--- config.mk ---
export PLATFORM = sky130hd
export DESIGN_NAME = ufrc_walk
export DESIGN_NICKNAME = d
export VERILOG_FILES = /design/src/ufrc_pkg.sv /design/src/ufrc_walk.sv
export SDC_FILE = /design/constraint.sdc
export NUM_CORES = 1
export LEC_CHECK = 0
export ABC_CLOCK_PERIOD_IN_PS = 2600
export BUFFER_PORTS_ARGS = -buffer_cell sky130_fd_sc_hd__buf_4
export CAP_MARGIN = 20
export CORE_AREA = 2 2 92 138
export CTS_CLUSTER_DIAMETER = 120
export CTS_CLUSTER_SIZE = 30
export DETAILED_ROUTE_END_ITERATION = 10
export DIE_AREA = 0 0 94 140
export PLACE_DENSITY = 0.81
export SYNTH_ARGS = -nofsm -noshare
export SYNTH_HDL_FRONTEND = slang
export SYNTH_SLANG_ARGS = --single-unit
--- constraint.sdc ---
create_clock -name clock -period 2.6 [get_ports clock]
set_clock_uncertainty 0.2 [all_clocks]
set_input_delay 0.39 -clock clock [delete_from_list [all_inputs] [get_ports clock]]
set_output_delay 0.39 -clock clock [all_outputs]
set_load 0.1 [all_outputs]
--- src/ufrc_pkg.sv ---
// shared types and constants for the disjoint-set core
// no dependencies; imported by every module of the block
`default_nettype none

package ufrc_pkg;

   // element count; element fields are IDX_W bits, so NUM_ELEMENTS <= 2**IDX_W
   localparam int unsigned NUM_ELEMENTS = 1024;
   localparam int unsigned IDX_W        = 10;
   localparam int unsigned RANK_W       = 4;
   localparam int unsigned CMD_W        = 2;

   typedef logic [IDX_W-1:0]  idx_type;
   typedef logic [RANK_W-1:0] rank_type;

   localparam logic [IDX_W:0] NUM_ELEMENTS_VEC = NUM_ELEMENTS[IDX_W:0];
   localparam idx_type        LAST_IDX         = idx_type'(NUM_ELEMENTS - 1);
   localparam rank_type       RANK_INIT        = rank_type'(1);
   localparam rank_type       RANK_MAX         = rank_type'(15);

   typedef enum logic [CMD_W-1:0] {
      CMD_FIND  = 2'd0,
      CMD_UNITE = 2'd1,
      CMD_CLEAR = 2'd2
   } cmd_type;

   // one table word: rank and parent of an element
   typedef struct packed {
      rank_type rank;
      idx_type  parent;
   } entry_type;

   typedef struct packed {
      logic      we;
      idx_type   waddr;
      entry_type wdata;
      idx_type   raddr;
   } mem_req_type;

   typedef struct packed {
      logic    valid;
      idx_type root;
      logic    merged;
   } result_type;

   function automatic logic in_range(idx_type x);
      return {1'b0, x} < NUM_ELEMENTS_VEC;
   endfunction

endpackage

`default_nettype wire

--- src/ufrc_walk.sv ---
// sequencer for find, unite and clear: walks parent links through the table,
// compresses paths, links roots by rank; depends on ufrc_pkg
`default_nettype none

module ufrc_walk (
   input  logic                   clock,
   input  logic                   reset,
   input  logic                   req_valid,
   output logic                   req_ready,
   input  logic [1:0]             req_cmd,
   input  ufrc_pkg::idx_type      req_first,
   input  ufrc_pkg::idx_type      req_second,
   output ufrc_pkg::mem_req_type  mem_req,
   input  ufrc_pkg::entry_type    rd_data,
   input  logic                   slot_free,
   output ufrc_pkg::result_type   result
);
   import ufrc_pkg::*;

   typedef enum logic [6:0] {
      S_CLEAR = 7'b0000001,
      S_IDLE  = 7'b0000010,
      S_UP    = 7'b0000100,
      S_DOWN  = 7'b0001000,
      S_LINK  = 7'b0010000,
      S_BUMP  = 7'b0100000,
      S_DONE  = 7'b1000000
   } state_type;

   state_type state_ff, state_in;
   idx_type   clr_cnt_ff, clr_cnt_in;
   logic      clr_rsp_ff, clr_rsp_in;
   logic      pass_b_ff, pass_b_in;
   cmd_type   cmd_ff, cmd_in;
   idx_type   b_ff, b_in;
   idx_type   node_ff, node_in;
   idx_type   start_ff, start_in;
   idx_type   top_ff, top_in;
   rank_type  rank_top_ff, rank_top_in;
   idx_type   ra_ff, ra_in;
   rank_type  rank_a_ff, rank_a_in;
   idx_type   rb_ff, rb_in;
   rank_type  rank_b_ff, rank_b_in;
   idx_type   root_ff, root_in;
   logic      merged_ff, merged_in;

   always_ff @(posedge clock) begin
      if (reset) begin
         state_ff   <= S_CLEAR;
         clr_cnt_ff <= '0;
         clr_rsp_ff <= 1'b0;
         pass_b_ff  <= 1'b0;
      end else begin
         state_ff   <= state_in;
         clr_cnt_ff <= clr_cnt_in;
         clr_rsp_ff <= clr_rsp_in;
         pass_b_ff  <= pass_b_in;
      end
   end

   always_ff @(posedge clock) begin
      cmd_ff      <= cmd_in;
      b_ff        <= b_in;
      node_ff     <= node_in;
      start_ff    <= start_in;
      top_ff      <= top_in;
      rank_top_ff <= rank_top_in;
      ra_ff       <= ra_in;
      rank_a_ff   <= rank_a_in;
      rb_ff       <= rb_in;
      rank_b_ff   <= rank_b_in;
      root_ff     <= root_in;
      merged_ff   <= merged_in;
   end

   always_comb begin
      state_in    = state_ff;
      clr_cnt_in  = clr_cnt_ff;
      clr_rsp_in  = clr_rsp_ff;
      pass_b_in   = pass_b_ff;
      cmd_in      = cmd_ff;
      b_in        = b_ff;
      node_in     = node_ff;
      start_in    = start_ff;
      top_in      = top_ff;
      rank_top_in = rank_top_ff;
      ra_in       = ra_ff;
      rank_a_in   = rank_a_ff;
      rb_in       = rb_ff;
      rank_b_in   = rank_b_ff;
      root_in     = root_ff;
      merged_in   = merged_ff;
      mem_req     = '{we: 1'b0, waddr: node_ff, wdata: rd_data, raddr: node_ff};
      req_ready   = 1'b0;
      result      = '{valid: 1'b0, root: root_ff, merged: merged_ff};

      unique case (state_ff)
         S_CLEAR: begin
            mem_req.we    = 1'b1;
            mem_req.waddr = clr_cnt_ff;
            mem_req.wdata = '{rank: RANK_INIT, parent: clr_cnt_ff};
            clr_cnt_in    = clr_cnt_ff + 1'b1;
            if (clr_cnt_ff == LAST_IDX) begin
               clr_cnt_in = '0;
               clr_rsp_in = 1'b0;
               root_in    = '0;
               merged_in  = 1'b0;
               state_in   = clr_rsp_ff ? S_DONE : S_IDLE;
            end
         end
         S_IDLE: begin
            req_ready = 1'b1;
            if (req_valid) begin
               cmd_in    = cmd_type'(req_cmd);
               b_in      = req_second;
               node_in   = req_first;
               start_in  = req_first;
               pass_b_in = 1'b0;
               merged_in = 1'b0;
               root_in   = '0;
               unique case (req_cmd) inside
                  CMD_FIND, CMD_UNITE: begin
                     if (in_range(req_first)) begin
                        mem_req.raddr = req_first;
                        state_in      = S_UP;
                     end else begin
                        // index past the table is its own root
                        root_in  = req_first;
                        state_in = S_DONE;
                     end
                  end
                  CMD_CLEAR: begin
                     clr_rsp_in = 1'b1;
                     state_in   = S_CLEAR;
                  end
                  default: begin
                     state_in = S_DONE;
                  end
               endcase
            end
         end
         S_UP: begin
            // rd_data holds the word of node_ff
            if (rd_data.parent == node_ff) begin
               top_in        = node_ff;
               rank_top_in   = rd_data.rank;
               node_in       = start_ff;
               mem_req.raddr = start_ff;
               state_in      = S_DOWN;
            end else begin
               node_in       = rd_data.parent;
               mem_req.raddr = rd_data.parent;
            end
         end
         S_DOWN: begin
            if (node_ff == top_ff) begin
               if (!pass_b_ff) begin
                  ra_in     = top_ff;
                  rank_a_in = rank_top_ff;
                  if (cmd_ff == CMD_UNITE && in_range(b_ff)) begin
                     pass_b_in     = 1'b1;
                     node_in       = b_ff;
                     start_in      = b_ff;
                     mem_req.raddr = b_ff;
                     state_in      = S_UP;
                  end else begin
                     root_in  = top_ff;
                     state_in = S_DONE;
                  end
               end else begin
                  rb_in     = top_ff;
                  rank_b_in = rank_top_ff;
                  if (top_ff == ra_ff) begin
                     root_in  = ra_ff;
                     state_in = S_DONE;
                  end else begin
                     state_in = S_LINK;
                  end
               end
            end else begin
               // point this node at the root, fetch the next one up
               mem_req.we    = 1'b1;
               mem_req.waddr = node_ff;
               mem_req.wdata = '{rank: rd_data.rank, parent: top_ff};
               mem_req.raddr = rd_data.parent;
               node_in       = rd_data.parent;
            end
         end
         S_LINK: begin
            mem_req.we = 1'b1;
            merged_in  = 1'b1;
            if (rank_a_ff < rank_b_ff) begin
               mem_req.waddr = ra_ff;
               mem_req.wdata = '{rank: rank_a_ff, parent: rb_ff};
               root_in       = rb_ff;
               state_in      = S_DONE;
            end else begin
               mem_req.waddr = rb_ff;
               mem_req.wdata = '{rank: rank_b_ff, parent: ra_ff};
               root_in       = ra_ff;
               state_in      = (rank_a_ff == rank_b_ff) ? S_BUMP : S_DONE;
            end
         end
         S_BUMP: begin
            mem_req.we    = 1'b1;
            mem_req.waddr = ra_ff;
            mem_req.wdata = '{rank: (rank_a_ff == RANK_MAX) ? RANK_MAX
                                    : rank_type'(rank_a_ff + 1'b1),
                              parent: ra_ff};
            state_in      = S_DONE;
         end
         S_DONE: begin
            if (slot_free) begin
               result.valid = 1'b1;
               state_in     = S_IDLE;
            end
         end
         default: begin
            state_in = S_IDLE;
         end
      endcase
   end

   // the table has no read-during-write bypass, so compression must never
   // read the entry it is rewriting
   a_no_rw_overlap: assert property (@(posedge clock) disable iff (reset)
      (state_ff == S_DOWN && mem_req.we) |-> mem_req.waddr != mem_req.raddr)
      else $error("compression write collides with read");

   a_merge_root: assert property (@(posedge clock) disable iff (reset)
      (state_ff == S_DONE && merged_ff) |-> (root_ff == ra_ff || root_ff == rb_ff))
      else $error("merged result root is neither linked root");

   a_merge_unite: assert property (@(posedge clock) disable iff (reset)
      (state_ff == S_DONE && merged_ff) |-> (cmd_ff == CMD_UNITE && pass_b_ff))
      else $error("merge reported without a unite");

   a_idle_quiet: assert property (@(posedge clock) disable iff (reset)
      (state_ff == S_IDLE || state_ff == S_DONE) |-> !mem_req.we)
      else $error("table written outside an operation");

endmodule

`default_nettype wire

==> impl_metrics.csv <==
group,metric,value,unit
setup_path,worstSetupEndpointType,"output port",
layout,drive_gt1_frac,0.431,
pwr,finalPower,0.00905,W
layout,syn_to_final_growth,51.0,%
synth,synth-seq-cells,104,
setup_path,path_common_cell,"buf_4",
setup_path,reg2reg_slack,-470,ps
outcome,violations,"setup timing",
clock_tree,clk_latency,360,ps
floorplanning,pin_count,88,
placed_design,io_buffers,87,
clock_tree,clock_sinks,104,
layout,final_core_util,0.766,
routing,ant_nets,0,
pwr,p_leak,3.50,nW
grt,grt_pass1_vias,5620,
setup_path,crit_start,"top_ff[7]",
clock_tree,numCtsBuffers,9,
synth,synth-edff-count,85,
clock_tree,ctsHtreeMaxLevel,3,
layout,n_antenna_cell,0,
routing,remaining_drc_errors,0,
min_path,hold_class,"input pin to flop",
synth,synth-simple-area-share,0.136,
clock_tree,clk_pin_slew_worst_paths,70,ps
timing,max-slew-margin-rel,0.593,
setup_path,crit_cells,10,
synth,synth_top_family_by_area,"compound AO/OA/AOI/OAI gates",
routing,drtIter0Drc,588,
setup_path,arrival,2970,ps
synth,synthMuxAreaShare,0.111,
synth,synthCells,545,
setup_path,rr_worst_depth,11,
synth,yosysSeqAreaShare,0.484,
grt,grt_pass1_wl,30.2,mm
placed_design,dp_cells,850,
floorplanning,fp.coreArea,12000,µm²
clock_tree,cts-root-buf,"clkbuf_16",
grt,antenna_found_initial,0,
setup_path,crit_path_top_delay_cell,"nor4_4",
placed_design,dpl_cell_area,7850,µm²
timing,drv_slew,0,
grt,grt_max_degree,36,
synth,syn_area_per_cell,11.1,µm²
layout,instances_no_fill,900,
layout,stdcell_area,9160,µm²
run,max_cap_violations,0,
setup_path,crit_end,"mem_req[12]",
synth,synth_compound_area_frac,0.166,
synth,synth_cell_types,67,
outcome,status,"complete, but fails checks",
floorplanning,num_rows,49,
placed_design,place.gp.congestion,0.841,
placed_design,place_hpwl,12.8,mm
timing,max_freq,0.281,GHz
synth,yosysWarnings,0,
timing,final_hold_viol_count,0,
clock_tree,cts_tree,"done",
floorplanning,start_util,0.507,
synth,synthesis.nets,591,
floorplanning,die_w,94,µm
synth,synth_async_sr_flop_share,0,
routing,firstDrtPassIters,7,
grt,grtUsageTotal,0.298,
setup_path,required,2010,ps
grt,grt_overflow,0,
synth,synth-xor-area-share,0.0578,
timing,period_minus_slack,3560,ps
timing,finalSetupViolCount,90,
setup_path,critPathKind,"flop to output port",
timing,worst_slack,-956,ps
setup_path,timing.rr.end,"root_ff[4]",
setup_path,path_buf_inv,4,
timing,rsz0062_at_grt,"yes",
layout,final_net_count,788,
synth,synth_fa_ha_area_frac,0.0124,
routing,via_count,5743,
setup_path,cp_top_family,"buffers and inverters",
setup_path,worstPathCellList,"xnor2_1 > nand4_1 > nor4_4 > buf_4 > nor2_1 > buf_4 > a21oi_1 > buf_4 > o221ai_4 > buf_4",
routing,vias_per_cell,6.38,
routing,wl_per_cell,24.0,µm
clock_tree,cts_max_path_buffers,2,
timing,post-route-period-util,1.37,
timing,worst_pin_slew,608,ps
pwr,ir_drop,0.000989,V
setup_path,r2r_start,"top_ff[7]",
synth,syn-cell-area,6060,µm²
floorplanning,design.die.area,13200,µm²
synth,synth_flop_cell,"edfxtp_1",
floorplanning,die_h,140,µm
setup_path,max_stage_delay,470,ps
routing,wl,21.6,mm
pwr,power.density,989,nW/µm²
setup_path,crit_fanout,5,
setup_path,startpoint_type,"flop",
## placed cells by master, fill, tap and decap left out, types with 4 or more instances in the layout
cell and n:
o21ai_0 4, dfxtp_1 19, xnor2_1 16, xor2_1 20, nor2_1 47, ha_1 5, nand2_1 44, inv_1 8
mux2i_1 38, nand3_1 10, o22ai_1 12, o211ai_1 31, nand4_1 7, o221ai_4 12, buf_8 6, mux2_2 10
a21oi_2 7, buf_6 40, clkbuf_16 12, edfxtp_1 85, buf_4 146, a211o_1 10, mux2i_4 17, a21oi_1 17
a22oi_1 11, buf_12 20
## Yosys cell counts (all sizes together), types with 8 or more instances
library cell	number	area, µm²
xor2	22	193
nor2	52	205
nand3	12	65.1
o21ai	8	40.0
o211ai	32	245
o221ai	13	151
buf	21	120
mux2	10	113
a21oi	25	151
mux2i	56	561
inv	9	33.8
a211o	10	87.6
dfxtp	19	380
edfxtp	85	2550
nand2	47	176
xnor2	18	158
o22ai	12	75.1
a22oi	11	82.6
clkbuf	12	45.0
## power by group
group	leakage (nW)	internal [W]	switching, W
logic	2.43	0.00173	0.00384
registers	0.923	0.00197	0.0000889
clock network	0.149	0.000801	0.000622
## how the worst min path moves through the flow
stage | start | end | slack, ps | cells past startpoint
global route | req_second[5] | b_ff[5] | 0.4 | 1
floorplan | rank_top_ff[0] | rank_a_ff[0] | 220 | 0
global placement | rank_top_ff[0] | rank_b_ff[0] | 220 | 0
detailed placement | rank_top_ff[1] | rank_a_ff[1] | 240 | 0
CTS | req_second[5] | b_ff[5] | 6 | 1
finish | req_second[5] | b_ff[5] | 8 | 1
## what timing repair did
action / 4_1_cts / 5_1_grt
endpoints found under the hold margin: 0 / 3
hold buffers: 0 / 3
cloned: 4 / 2
pin swaps: 6 / 19
endpoints found under the setup margin: 83 / 86
gates resized for setup: 105 / 40
setup buffers: 14 / 18
## cell families (layout without fill, tap and decap cells)
| family | Yosys count | count (layout) |
|---|---|---|
| AND/OR/NAND/NOR | 160 | 160 |
| AO/OA/AOI/OAI | 127 | 127 |
| flip-flops | 104 | 104 |
| multiplexers | 66 | 66 |
| buffers and inverters | 42 | 244 |
| XOR/XNOR | 40 | 40 |
| adder cells (fa/ha/maj) | 6 | 6 |
## routing by layer
layer  global-route usage  routed length [µm]  vias up
met5                    0                   0        -
met4                0.108                1090        0
met3               0.0592                1750       71
met2                0.518               11200      375
met1                0.362                7500     2819
li1                     -                   -     2478
## per-stage QoR
| step | hold slack (ps) | setup WS (ps) | TNS, ps |
|---|---|---|---|
| floorplan | 221 | -1020 | -20940 |
| global placement | 225 | -124 | -2940 |
| detailed placement | 236 | -271 | -7680 |
| CTS | 5.70 | -535 | -20730 |
| global route | 0.408 | -999 | -48040 |
| finish | 7.50 | -956 | -46210 |
## layout make-up
| cell class | count | area [µm²] |
|---|---|---|
| tap | 153 | 191 |
| fill | 663 | 2800 |
| clock buffer | 12 | 258 |
| multi-input combinational | 399 | 3520 |
| sequential | 104 | 2930 |
| clock inverter | 4 | 43.8 |
| timing repair buffer | 219 | 2170 |
| inverter | 9 | 33.8 |
## state kept, by name (all words and copies together), names as in the netlist, 2 cells and up
signal and cells:
b_ff 10, clr_cnt_ff 10, cmd_ff 2, node_ff 10
ra_ff 10, rank_a_ff 4, rank_b_ff 4, rank_top_ff 4
rb_ff 10, root_ff 10, start_ff 10, state_ff 7
top_ff 10
Power figures use the tool's default switching activity.
